==> src/rcd_pkg.sv <==
// Package for the command deframer: widths, phase codes, byte codes and the
// result record. Used by resp_command_deframer; depends on nothing.
package rcd_pkg;

  localparam int MAX_ARGS = 1024;
  localparam int LEN_BITS = 32;

  localparam int ARG_W   = $clog2(MAX_ARGS + 1);
  localparam int ACC_W   = LEN_BITS + 4;
  localparam int IDX_W   = 10;
  localparam int TDATA_W = 24;
  localparam int TUSER_W = 3;

  localparam logic [3:0] PH_IDLE   = 4'd0;
  localparam logic [3:0] PH_INL    = 4'd1;
  localparam logic [3:0] PH_INL_CR = 4'd2;
  localparam logic [3:0] PH_CNT    = 4'd3;
  localparam logic [3:0] PH_CNT_LF = 4'd4;
  localparam logic [3:0] PH_DOL    = 4'd5;
  localparam logic [3:0] PH_LEN    = 4'd6;
  localparam logic [3:0] PH_LEN_LF = 4'd7;
  localparam logic [3:0] PH_BODY   = 4'd8;
  localparam logic [3:0] PH_TR1    = 4'd9;
  localparam logic [3:0] PH_TR2    = 4'd10;

  localparam logic [7:0] CH_STAR   = 8'h2A;
  localparam logic [7:0] CH_DOLLAR = 8'h24;
  localparam logic [7:0] CH_CR     = 8'h0D;
  localparam logic [7:0] CH_LF     = 8'h0A;
  localparam logic [7:0] CH_SPACE  = 8'h20;
  localparam logic [7:0] CH_ZERO   = 8'h30;
  localparam logic [7:0] CH_NINE   = 8'h39;

  typedef struct packed {
    logic [7:0]       payload_byte;
    logic             has_payload;
    logic [IDX_W-1:0] arg_index;
    logic             element_end;
    logic             cmd_done;
    logic             protocol_error;
  } res_t;

endpackage

==> src/resp_command_deframer.sv <==
// Command deframer: splits a client byte stream into command arguments,
// either from RESP arrays or from space separated inline lines.
// Depends on rcd_pkg.
//
// Usage:
//   in_*  : one stream byte per request, in_tdata[7:0].
//   out_* : zero or one result per input byte. out_tdata carries the
//           content byte and argument index, out_tuser the flags,
//           out_tlast marks the end of a command.
//   Each accepted byte updates the parse state and computes its result in
//   the same cycle; the result is registered in the output register, or in
//   the skid register on a stall. While the skid register is empty a new
//   byte is accepted every cycle, so throughput is one byte per cycle.
//   When the receiver stalls, one result waits in the output register and a
//   second one in a skid register; in_tready drops only while the skid
//   register is full, and no result is lost.
//   Malformed framing yields one result with protocol_error set; the parser
//   then returns to idle and the next byte starts a new command.
//   Reset (rst_n low, synchronous) empties both registers and returns the
//   parser to idle. No clearing pass is needed.
module resp_command_deframer (
  input  logic                        clk,
  input  logic                        rst_n,
  input  logic                        in_tvalid,
  output logic                        in_tready,
  input  logic [7:0]                  in_tdata,   // [7:0] data_byte
  output logic                        out_tvalid,
  input  logic                        out_tready,
  output logic [rcd_pkg::TDATA_W-1:0] out_tdata,  // [7:0] payload_byte, [17:8] arg_index, [23:18] zero
  output logic [rcd_pkg::TUSER_W-1:0] out_tuser,  // [0] has_payload, [1] element_end, [2] protocol_error
  output logic                        out_tlast   // cmd_done
);

  logic [3:0]                   phase_r, phase_nxt;
  logic [rcd_pkg::LEN_BITS-1:0] accum_r, accum_nxt;
  logic [rcd_pkg::ARG_W-1:0]    elems_r, elems_nxt;
  logic [rcd_pkg::LEN_BITS-1:0] bytes_r, bytes_nxt;
  logic [rcd_pkg::ARG_W-1:0]    arg_r, arg_nxt;
  logic                         tok_r, tok_nxt;

  rcd_pkg::res_t res;
  logic          res_vld;
  logic          acc;

  rcd_pkg::res_t out_r, skid_r;
  logic          out_vld_r, skid_vld_r;
  logic          pop;

  logic [7:0]                   b;
  logic                         is_digit;
  logic [rcd_pkg::ACC_W-1:0]    prod;
  logic                         dig_ok;
  logic [rcd_pkg::ARG_W-1:0]    arg_eff;
  logic                         tok_eff;
  logic [rcd_pkg::LEN_BITS-1:0] bytes_dec;

  assign b         = in_tdata;
  assign acc       = in_tvalid && in_tready;
  assign in_tready = !skid_vld_r;
  assign pop       = out_vld_r && out_tready;

  assign is_digit  = (b >= rcd_pkg::CH_ZERO) && (b <= rcd_pkg::CH_NINE);
  assign prod      = (rcd_pkg::ACC_W'(accum_r) << 3) + (rcd_pkg::ACC_W'(accum_r) << 1)
                   + rcd_pkg::ACC_W'(b - rcd_pkg::CH_ZERO);
  assign dig_ok    = is_digit && (prod[rcd_pkg::ACC_W-1:rcd_pkg::LEN_BITS] == '0);
  assign arg_eff   = (phase_r == rcd_pkg::PH_IDLE) ? '0 : arg_r;
  assign tok_eff   = (phase_r == rcd_pkg::PH_IDLE) ? 1'b0 : tok_r;
  assign bytes_dec = bytes_r - 1'b1;

  always_comb begin
    phase_nxt = phase_r;
    accum_nxt = accum_r;
    elems_nxt = elems_r;
    bytes_nxt = bytes_r;
    arg_nxt   = arg_r;
    tok_nxt   = tok_r;
    res       = '0;
    res_vld   = 1'b0;
    case (phase_r)
      rcd_pkg::PH_IDLE, rcd_pkg::PH_INL: begin
        if (phase_r == rcd_pkg::PH_IDLE) begin
          accum_nxt = '0;
          elems_nxt = '0;
          bytes_nxt = '0;
          arg_nxt   = '0;
          tok_nxt   = 1'b0;
          phase_nxt = rcd_pkg::PH_INL;
        end
        if ((phase_r == rcd_pkg::PH_IDLE) && (b == rcd_pkg::CH_STAR)) begin
          phase_nxt = rcd_pkg::PH_CNT;
        end else if (b == rcd_pkg::CH_SPACE) begin
          if (tok_eff) begin
            tok_nxt         = 1'b0;
            res_vld         = 1'b1;
            res.arg_index   = rcd_pkg::IDX_W'(arg_eff);
            res.element_end = 1'b1;
            arg_nxt         = arg_eff + 1'b1;
          end
        end else if (b == rcd_pkg::CH_CR) begin
          phase_nxt = rcd_pkg::PH_INL_CR;
        end else if (!tok_eff && (arg_eff >= rcd_pkg::ARG_W'(rcd_pkg::MAX_ARGS))) begin
          phase_nxt = rcd_pkg::PH_IDLE;
          res_vld   = 1'b1;
          res.protocol_error = 1'b1;
        end else begin
          tok_nxt          = 1'b1;
          res_vld          = 1'b1;
          res.payload_byte = b;
          res.has_payload  = 1'b1;
          res.arg_index    = rcd_pkg::IDX_W'(arg_eff);
        end
      end
      rcd_pkg::PH_INL_CR: begin
        phase_nxt = rcd_pkg::PH_IDLE;
        if (b != rcd_pkg::CH_LF) begin
          res_vld = 1'b1;
          res.protocol_error = 1'b1;
        end else if (tok_r) begin
          res_vld         = 1'b1;
          res.arg_index   = rcd_pkg::IDX_W'(arg_r);
          res.element_end = 1'b1;
          res.cmd_done    = 1'b1;
        end else if (arg_r != '0) begin
          res_vld         = 1'b1;
          res.arg_index   = rcd_pkg::IDX_W'(arg_r - 1'b1);
          res.cmd_done    = 1'b1;
        end
      end
      rcd_pkg::PH_CNT: begin
        if (b == rcd_pkg::CH_CR) begin
          if (!tok_r || ({1'b0, accum_r} > (rcd_pkg::LEN_BITS+1)'(rcd_pkg::MAX_ARGS))) begin
            phase_nxt = rcd_pkg::PH_IDLE;
            res_vld   = 1'b1;
            res.protocol_error = 1'b1;
          end else begin
            elems_nxt = rcd_pkg::ARG_W'(accum_r);
            phase_nxt = rcd_pkg::PH_CNT_LF;
          end
        end else if (dig_ok) begin
          accum_nxt = prod[rcd_pkg::LEN_BITS-1:0];
          tok_nxt   = 1'b1;
        end else begin
          phase_nxt = rcd_pkg::PH_IDLE;
          res_vld   = 1'b1;
          res.protocol_error = 1'b1;
        end
      end
      rcd_pkg::PH_CNT_LF: begin
        if (b != rcd_pkg::CH_LF) begin
          phase_nxt = rcd_pkg::PH_IDLE;
          res_vld   = 1'b1;
          res.protocol_error = 1'b1;
        end else if (elems_r == '0) begin
          phase_nxt = rcd_pkg::PH_IDLE;
        end else begin
          phase_nxt = rcd_pkg::PH_DOL;
        end
      end
      rcd_pkg::PH_DOL: begin
        if (b != rcd_pkg::CH_DOLLAR) begin
          phase_nxt = rcd_pkg::PH_IDLE;
          res_vld   = 1'b1;
          res.protocol_error = 1'b1;
        end else begin
          accum_nxt = '0;
          tok_nxt   = 1'b0;
          phase_nxt = rcd_pkg::PH_LEN;
        end
      end
      rcd_pkg::PH_LEN: begin
        if (b == rcd_pkg::CH_CR) begin
          if (!tok_r) begin
            phase_nxt = rcd_pkg::PH_IDLE;
            res_vld   = 1'b1;
            res.protocol_error = 1'b1;
          end else begin
            bytes_nxt = accum_r;
            phase_nxt = rcd_pkg::PH_LEN_LF;
          end
        end else if (dig_ok) begin
          accum_nxt = prod[rcd_pkg::LEN_BITS-1:0];
          tok_nxt   = 1'b1;
        end else begin
          phase_nxt = rcd_pkg::PH_IDLE;
          res_vld   = 1'b1;
          res.protocol_error = 1'b1;
        end
      end
      rcd_pkg::PH_LEN_LF: begin
        if (b != rcd_pkg::CH_LF) begin
          phase_nxt = rcd_pkg::PH_IDLE;
          res_vld   = 1'b1;
          res.protocol_error = 1'b1;
        end else begin
          phase_nxt = (bytes_r != '0) ? rcd_pkg::PH_BODY : rcd_pkg::PH_TR1;
        end
      end
      rcd_pkg::PH_BODY: begin
        bytes_nxt = bytes_dec;
        if (bytes_dec == '0) begin
          phase_nxt = rcd_pkg::PH_TR1;
        end
        res_vld          = 1'b1;
        res.payload_byte = b;
        res.has_payload  = 1'b1;
        res.arg_index    = rcd_pkg::IDX_W'(arg_r);
      end
      rcd_pkg::PH_TR1: begin
        phase_nxt = rcd_pkg::PH_TR2;
      end
      rcd_pkg::PH_TR2: begin
        res_vld         = 1'b1;
        res.arg_index   = rcd_pkg::IDX_W'(arg_r);
        res.element_end = 1'b1;
        if (elems_r <= rcd_pkg::ARG_W'(1)) begin
          res.cmd_done = 1'b1;
          phase_nxt    = rcd_pkg::PH_IDLE;
        end else begin
          elems_nxt = elems_r - 1'b1;
          arg_nxt   = arg_r + 1'b1;
          phase_nxt = rcd_pkg::PH_DOL;
        end
      end
      default: begin
        phase_nxt = rcd_pkg::PH_IDLE;
        res_vld   = 1'b1;
        res.protocol_error = 1'b1;
      end
    endcase
    // errors and finished commands leave the counters cleared
    if (phase_nxt == rcd_pkg::PH_IDLE) begin
      accum_nxt = '0;
      elems_nxt = '0;
      bytes_nxt = '0;
      arg_nxt   = '0;
      tok_nxt   = 1'b0;
    end
  end

  always_ff @(posedge clk) begin
    if (!rst_n) begin
      phase_r <= rcd_pkg::PH_IDLE;
      accum_r <= '0;
      elems_r <= '0;
      bytes_r <= '0;
      arg_r   <= '0;
      tok_r   <= 1'b0;
    end else if (acc) begin
      phase_r <= phase_nxt;
      accum_r <= accum_nxt;
      elems_r <= elems_nxt;
      bytes_r <= bytes_nxt;
      arg_r   <= arg_nxt;
      tok_r   <= tok_nxt;
    end
  end

  always_ff @(posedge clk) begin
    if (!rst_n) begin
      out_vld_r  <= 1'b0;
      skid_vld_r <= 1'b0;
    end else if (skid_vld_r) begin
      if (pop) begin
        out_r      <= skid_r;
        skid_vld_r <= 1'b0;
      end
    end else if (!out_vld_r || pop) begin
      out_vld_r <= acc && res_vld;
      out_r     <= res;
    end else if (acc && res_vld) begin
      skid_r     <= res;
      skid_vld_r <= 1'b1;
    end
  end

  assign out_tvalid = out_vld_r;
  assign out_tdata  = {6'd0, out_r.arg_index, out_r.payload_byte};
  assign out_tuser  = {out_r.protocol_error, out_r.element_end, out_r.has_payload};
  assign out_tlast  = out_r.cmd_done;

  a_skid_needs_out: assert property (@(posedge clk) disable iff (!rst_n)
    skid_vld_r |-> out_vld_r)
    else $error("skid register full while output register empty");

  a_err_clean: assert property (@(posedge clk) disable iff (!rst_n)
    (out_vld_r && out_r.protocol_error) |->
      (out_r.arg_index == '0 && !out_r.has_payload && !out_r.element_end
       && !out_r.cmd_done && out_r.payload_byte == '0))
    else $error("error result carries other fields");

  a_pay_not_end: assert property (@(posedge clk) disable iff (!rst_n)
    out_vld_r |-> !(out_r.has_payload && out_r.element_end))
    else $error("content byte and element end in one result");

  a_body_count: assert property (@(posedge clk) disable iff (!rst_n)
    (phase_r == rcd_pkg::PH_BODY) |-> (bytes_r != '0))
    else $error("body phase with no bytes left");

  a_stall_holds: assert property (@(posedge clk) disable iff (!rst_n)
    (skid_vld_r && !out_tready) |=> (skid_vld_r && $stable(skid_r)))
    else $error("skid register changed while output stalled");

endmodule
==> config.mk <==
export PLATFORM = sky130hd
export DESIGN_NAME = resp_command_deframer
export DESIGN_NICKNAME = d
export VERILOG_FILES = /design/src/rcd_pkg.sv /design/src/resp_command_deframer.sv
export SDC_FILE = /design/constraint.sdc
export NUM_CORES = 1
export LEC_CHECK = 0
export BUFFER_PORTS_ARGS = -buffer_cell sky130_fd_sc_hd__buf_2
export CAP_MARGIN = 30
export CORE_ASPECT_RATIO = 1.2
export CORE_MARGIN = 2
export CORE_UTILIZATION = 40
export CTS_CLUSTER_DIAMETER = 100
export DETAILED_ROUTE_END_ITERATION = 8
export MAX_ROUTING_LAYER = met4
export PLACE_DENSITY = 0.53
export SLEW_MARGIN = 20
export SYNTH_ARGS = -nofsm -noshare
export SYNTH_HDL_FRONTEND = slang
export SYNTH_SLANG_ARGS = --single-unit
==> constraint.sdc <==
create_clock -name clk -period 22.6 [get_ports clk]
set_clock_uncertainty 0.15 [all_clocks]
set_input_delay 1.13 -clock clk [delete_from_list [all_inputs] [get_ports clk]]
set_output_delay 1.13 -clock clk [all_outputs]
set_load 0.005 [all_outputs]
### Word level (Yosys, flattened, before mapping)

Index checks and enable logic that the tools add are counted.

| cells by class | value |
|---|---|
| reduce and logical (&&, ||, !) cells | 39 |
| eq/ne operators | 25 |
| bitwise operators | 2 |
| $lt $le $gt $ge | 5 |
| mux-type cells | 94 |
| add/sub/neg operators | 8 |

Operators with widths:

| cell | count |
|---|---|
| 2-to-1 mux 32 bit | 8 |
| one-hot mux 32 bit (3 select lines) | 2 |
| 2-to-1 mux 11 bit | 12 |
| 2-to-1 mux 22 bit | 3 |
| 2-to-1 mux 4 bit | 10 |
| 2-to-1 mux 19 bit | 2 |
| adder 35 x 33 -> 36 bit | 1 |
| adder 36 bit | 1 |
| one-hot mux 4 bit (9 select lines) | 1 |
| 2-to-1 mux 1 bit | 35 |
| one-hot mux 11 bit (3 select lines) | 1 |
| greater-than comparator 32 x 11 -> 1 bit (second input constant) | 1 |
| zero test 32 bit | 1 |
| nonzero test 32 bit | 1 |
| subtractor 32 x 1 -> 32 bit (second input constant) | 1 |
| 2-to-1 mux 10 bit | 3 |
| one-hot mux 10 bit (3 select lines) | 1 |
| adder 11 x 1 -> 11 bit (second input constant) | 2 |
| one-hot mux 11 bit (2 select lines) | 1 |
| != test 3 bit (second input constant) | 7 |
| 2-to-1 mux 20 bit | 1 |
| 2-to-1 mux 3 bit | 6 |
| one-hot mux 9 bit (2 select lines) | 1 |
| == test 4 x 3 -> 1 bit (second input constant) | 4 |
| other kinds (40) | 67 |

| word-level totals | value |
|---|---|
| register bits after elaboration | 137 |
| input port bits | 12 |
| word-level logic and storage cells | 193 |
| output and inout bits | 30 |

### Longest topological paths before layout

| logic depth | value |
|---|---|
| word-level depth | 12 |
| depth in mapped cells | 17 |
| depth with buffers taken out | 15 |

### Least setup slack after synthesis

Ideal clock, no wire load.

| path | value |
|---|---|
| path type | input-to-reg |
| start | input port in_tdata[4] |
| end | register skid_r[0] (netlist bit) (enable) |
| library setup time | 0.465 ns |
| stages on the path | 14 |
| arrival | 9.292 ns |
| buffers on the path | 1 |
| setup slack | 12.693 ns |
| data required time | 21.985 ns |
| cells stage by stage | ha_1 nor3_1 fa_1 ha_1 buf_2 nand4_2 or4_1 a31o_1 a2111oi_4 nor3_1 o22a_1 and3_1 o2111a_1 nor4b_1 |

| between the ends | value |
|---|---|
| longest elaborated chain between the ends | 9 |
| elaborated cells on any way between the ends | 25 |
| those cells by class | 2 x add/sub; 2 x order compare; 5 x eq/ne; 10 x mux; 6 x reduce/logical |

RTL lines:

| what | RTL line | RTL |
|---|---|---|
| start: declaration | resp_command_deframer.sv:26 | `input logic [7:0] in_tdata,` |
| subtractor 8 x 6 -> 9 bit | resp_command_deframer.sv:64 | `+ rcd_pkg::ACC_W'(b - rcd_pkg::CH_ZERO);` |
| adder 36 bit | resp_command_deframer.sv:64 |  |
| zero test 4 bit | resp_command_deframer.sv:65 | `assign dig_ok = is_digit && (prod[rcd_pkg::ACC_W-1:rcd_pkg::LEN_BITS] == '0);` |
| logical AND 1 bit | resp_command_deframer.sv:65 |  |
| 2-to-1 mux 1 bit | resp_command_deframer.sv:139, resp_command_deframer.sv:180 |  |
| 2-to-1 mux 1 bit (on tied branches) | resp_command_deframer.sv:171, resp_command_deframer.sv:130 |  |
| one-hot mux 1 bit (7 select lines) (*) | resp_command_deframer.sv:79 | `case (phase_r)` |
| logical AND 1 bit (*) | resp_command_deframer.sv:270 | `end else if (acc && res_vld) begin` |
| AND reduction 4 bit (no source line) (*) | n/a |  |
| end signal: assignment | resp_command_deframer.sv:271 | `skid_r <= res;` |
| end: declaration | resp_command_deframer.sv:45 | `rcd_pkg::res_t out_r, skid_r;` |

Every way passes the cells marked *; elsewhere a longest branch is shown, timed or not.
A chain may end at the register's enable or synchronous reset.

### Final worst setup path

| path | value |
|---|---|
| start | input port in_tdata[4] |
| end | register arg_r[5] (netlist bit) |

| between the ends | value |
|---|---|
| longest elaborated chain between the ends | 10 |
| elaborated cells on any way between the ends | 31 |
| those cells by class | 2 x add/sub; 2 x order compare; 6 x eq/ne; 14 x mux; 7 x reduce/logical |

RTL lines:

| what | RTL line | RTL |
|---|---|---|
| subtractor 8 x 6 -> 9 bit | resp_command_deframer.sv:64 |  |
| adder 36 bit | resp_command_deframer.sv:64 |  |
| zero test 4 bit | resp_command_deframer.sv:65 |  |
| logical AND 1 bit | resp_command_deframer.sv:65 |  |
| 2-to-1 mux 4 bit | resp_command_deframer.sv:139, resp_command_deframer.sv:180 |  |
| 2-to-1 mux 4 bit (on tied branches) | resp_command_deframer.sv:171, resp_command_deframer.sv:130 |  |
| one-hot mux 4 bit (9 select lines) | resp_command_deframer.sv:79 |  |
| zero test 4 bit | resp_command_deframer.sv:231 | `if (phase_nxt == rcd_pkg::PH_IDLE) begin` |
| != test 3 bit (no source line) / nonzero test 3 bit (equally long branches) | n/a |  |
| AND reduction 3 bit (no source line) | n/a |  |
| end signal: assignment | resp_command_deframer.sv:253 | `arg_r <= arg_nxt;` |
| end: declaration | resp_command_deframer.sv:38 | `logic [rcd_pkg::ARG_W-1:0] arg_r, arg_nxt;` |

Several ways; a longest one is shown, not always the timed one.

==> flow_summary.json <==
{
  "status": "completed",
  "track_usage_pct": 22.7,
  "nets": 1242,
  "syn_avg_cell_area_um2": 8.94,
  "min_path_type": "reg -> reg",
  "gp_congestion": 0.852,
  "clockRootBuffer": "clkbuf_16",
  "cts_setup_buffers": 0,
  "clkPwrFrac_pct": 46.8,
  "path_common_cell": "ha_1",
  "yosys.area_share.simple_pct": 18.3,
  "critPathMaxFanout": 27,
  "dieArea_mm2": 0.0274,
  "internal_power_mw": 0.478,
  "cp_top_family": "simple AND/OR/NAND/NOR gates",
  "arrival_ns": 6.68,
  "numClockSinks": 137,
  "dp_hpwl_mm": 21.3,
  "syn_area_mm2": 0.0104,
  "tritoncts": "yes",
  "fin_crit_ns": 6.45,
  "crit_buf_inv": 2,
  "final_antenna_net_count": 0,
  "critPathCaptureType": "flip-flop",
  "row_count": 64,
  "setup_tns_ns": 0,
  "vdd_ir_drop_max_v": 0.0000449,
  "yosysTopAreaCellShare_pct": 17.9,
  "fp.dieH_um": 181,
  "core_mm2": 0.0255,
  "place_area_mm2": 0.0107,
  "drt_iter0_markers": 671,
  "pre_cts_ws_ns": 15.58,
  "fin_crit_sh_pct": 28.5,
  "ios": 42,
  "synth_top_family_by_area": "compound AO/OA/AOI/OAI gates",
  "netlist_top_cells_area": "dfxtp_1, edfxtp_1, fa_1, ha_1, a21oi_1",
  "fmax_ghz": 0.155,
  "slew_violations": 0,
  "p_per_area_mw_per_mm2": 57.6,
  "synth_flop_cell": "dfxtp_1",
  "yosysMostFrequentCell": "dfxtp_1",
  "port_buffers": 35,
  "slowest_delay_ns": 0.71,
  "yosysSeqAreaShare_pct": 30.5,
  "netlist.top_cell.by_area": "dfxtp_1",
  "ctsLongestPathBuffers": 2,
  "power_frac_seq_pct": 40.6,
  "ys_warn_count": 0,
  "critPathSlowestCell": "o41ai_4",
  "drtPass1Iterations": 7,
  "dr_total_vias": 9016,
  "synth-adder-area-share_pct": 11.8,
  "holdWs_ns": 0.329,
  "grt_max_degree": 36,
  "total_power_mw": 0.657,
  "max-cap-violations": 0,
  "syn_to_final_growth_pct": 9.31,
  "die_w_um": 151,
  "synth_compound_area_share_pct": 26.5,
  "numCtsBuffers": 17,
  "power.switching_mw": 0.179,
  "timing.slew.headroom_pct": 26.2,
  "drt-vias-per-instance": 6.04,
  "synth_common_cells": "dfxtp_1, a21oi_1, nand2_1",
  "criticalPathCategory": "in -> reg",
  "final_layout_size_suffix_gt1_share_pct": 12.8,
  "grt_pass1_vias": 8643,
  "comb_power_share_pct": 12.6,
  "async_flop_share_pct": 0,
  "grt.overflow.total": 0,
  "synth_cell_types": 78,
  "n_fill_cell": 2512,
  "htreeDepth": 4,
  "drc": 0,
  "finalWirelength_mm": 29.4,
  "clkLatencyLatePin_ns": 0.43,
  "synth_seq_cells": 137,
  "path_cells": "buf_2, ha_1, nor3_2, buf_4, fa_1, ha_1, a21oi_1, nor2b_1, a2111oi_4, a31oi_1, or4_1, and2_4, o41ai_4, nand4_1, nor4_1, a211o_1",
  "cts-hold-fix-buffers": 0,
  "worstMarginPinSlew_ns": 1.08,
  "final_area_mm2": 0.0114,
  "synth_edf_count": 44,
  "synth_xor_xnor_area_share_pct": 4.87,
  "diodes": 0,
  "p_leak_nw": 4.47,
  "routedWlPerCell_um": 19.7,
  "start_util_pct": 40.8,
  "antenna_found_initial": 0,
  "register_area_mm2": 0.00318,
  "multi_input_area_mm2": 0.00679,
  "cts_resized": 0,
  "critPathLaunchType": "primary input",
  "grt_pass1_wl_mm": 47.9,
  "synthCells": 1166,
  "clkTransAtPathRegs_ns": 0.06,
  "hold_viol": 0,
  "worstPathRequired_ns": 22.83,
  "swShare_pct": 27.2,
  "rsz0062_at_grt": "false",
  "muxShareOfSynthArea_pct": 3.11,
  "setup_viol": 0,
  "setup_ws_ns": 16.15
}
==> final cells by class <==
class | count | share of cell area [%]
Inverter | 26 | 0.856
Timing Repair Buffer | 48 | 2.46
Multi-Input combinational cell | 920 | 59.6
Tap cell | 330 | 3.62
Sequential cell | 137 | 27.9
Clock buffer | 19 | 3.89
Clock inverter | 13 | 1.67
==> layout by cell type (no fill, tap or decap), types with 7 or more instances in the layout <==
| cell | netlist | layout |
|---|---|---|
| a21oi_1 | 90 | 90 |
| clkbuf_16 | 0 | 17 |
| nand2_1 | 85 | 85 |
| and2_1 | 18 | 18 |
| buf_4 | 6 | 12 |
| inv_1 | 25 | 25 |
| buf_2 | 11 | 35 |
| a32o_1 | 32 | 32 |
| o21ai_1 | 9 | 8 |
| o21ai_0 | 54 | 54 |
| edfxtp_1 | 44 | 44 |
| fa_1 | 31 | 31 |
| nor2b_1 | 8 | 8 |
| a21o_1 | 11 | 11 |
| a22oi_1 | 25 | 25 |
| dfxtp_1 | 93 | 93 |
| nand4_1 | 16 | 16 |
| o2bb2ai_2 | 20 | 20 |
| mux2_2 | 27 | 27 |
| nor4_1 | 24 | 24 |
| nand3_1 | 51 | 51 |
| and3_1 | 10 | 10 |
| o31ai_1 | 8 | 8 |
| xnor2_1 | 25 | 25 |
| nor2_1 | 75 | 74 |
| a31oi_1 | 13 | 13 |
| nor3_1 | 42 | 40 |
| xor2_1 | 33 | 33 |
| or2_2 | 7 | 7 |
| o211ai_1 | 19 | 19 |
| nand2b_1 | 10 | 10 |
| o2bb2ai_1 | 20 | 20 |
| ha_1 | 49 | 49 |
==> logic make-up after synthesis <==
kind of cell,after synthesis
adders and majority gates,80
DFF,137
xor gates and xnor gates,58
and+or+nand+nor,378
other,1
buffers and inverters,114
muxes,29
AOI/OAI and AO/OA,369
==> through the flow <==
step                instances  util, %
floorplan                1171        -
global placement         1460     42.1
detailed placement       1460     42.1
CTS                      1492     44.5
global route             1493     44.6
finish                   1493     44.6
==> sequential cells by signal, summed over array words and instances (netlist names) <==
signal and flops:
tok_r 1, bytes_r 32, phase_r 4, out_tdata 18, out_tuser 3, accum_r 32
arg_r 11, elems_r 11, skid_vld_r 1, out_tlast 1, out_tvalid 1, skid_r 22
==> routing by layer <==
layer,track usage [%],part of all wire [%],vias up
met5,-,0,-
li1,-,-,4388
met3,3.03,3.9,41
met4,6.13,1.8,0
met1,29.8,45,4343
met2,36.7,49,244
==> worst reg2reg max path, stage by stage, from the launching register on <==
cell and delay (ns):
dfxtp_1 0.60, fa_1 0.55, fa_1 0.50, a211oi_1 0.45
o21ai_1 0.19, a21oi_1 0.35, o211ai_1 0.28, a41o_1 0.32
or2_2 0.32, o41ai_4 0.75, nand4_1 0.58, nor4_1 0.42
a211o_1 0.14
==> power groups by stage <==
stage,registers [mW],clock network [mW],logic [mW]
final,0.266,0.307,0.0830
after global routing,0.267,0.324,0.0924
after floorplan,0.269,0,0.0611
after detailed placement,0.272,0,0.0817
after CTS,0.266,0.312,0.0821
after global placement,0.272,0,0.0815
==> path summary, 6_finish.rpt <==
kind / from / endpoint / slack (ns) / cells past startpoint
setup reg to reg: accum_r[2] / arg_r[5] / 16.96 / 12
setup / recovery: in_tdata[4] / arg_r[5] / 16.15 / 16
hold / removal: elems_r[6] / elems_r[6] / 0.33 / 2
hold reg to reg: elems_r[6] / elems_r[6] / 0.33 / 2
No activity file was read; power rests on OpenSTA's default activity.
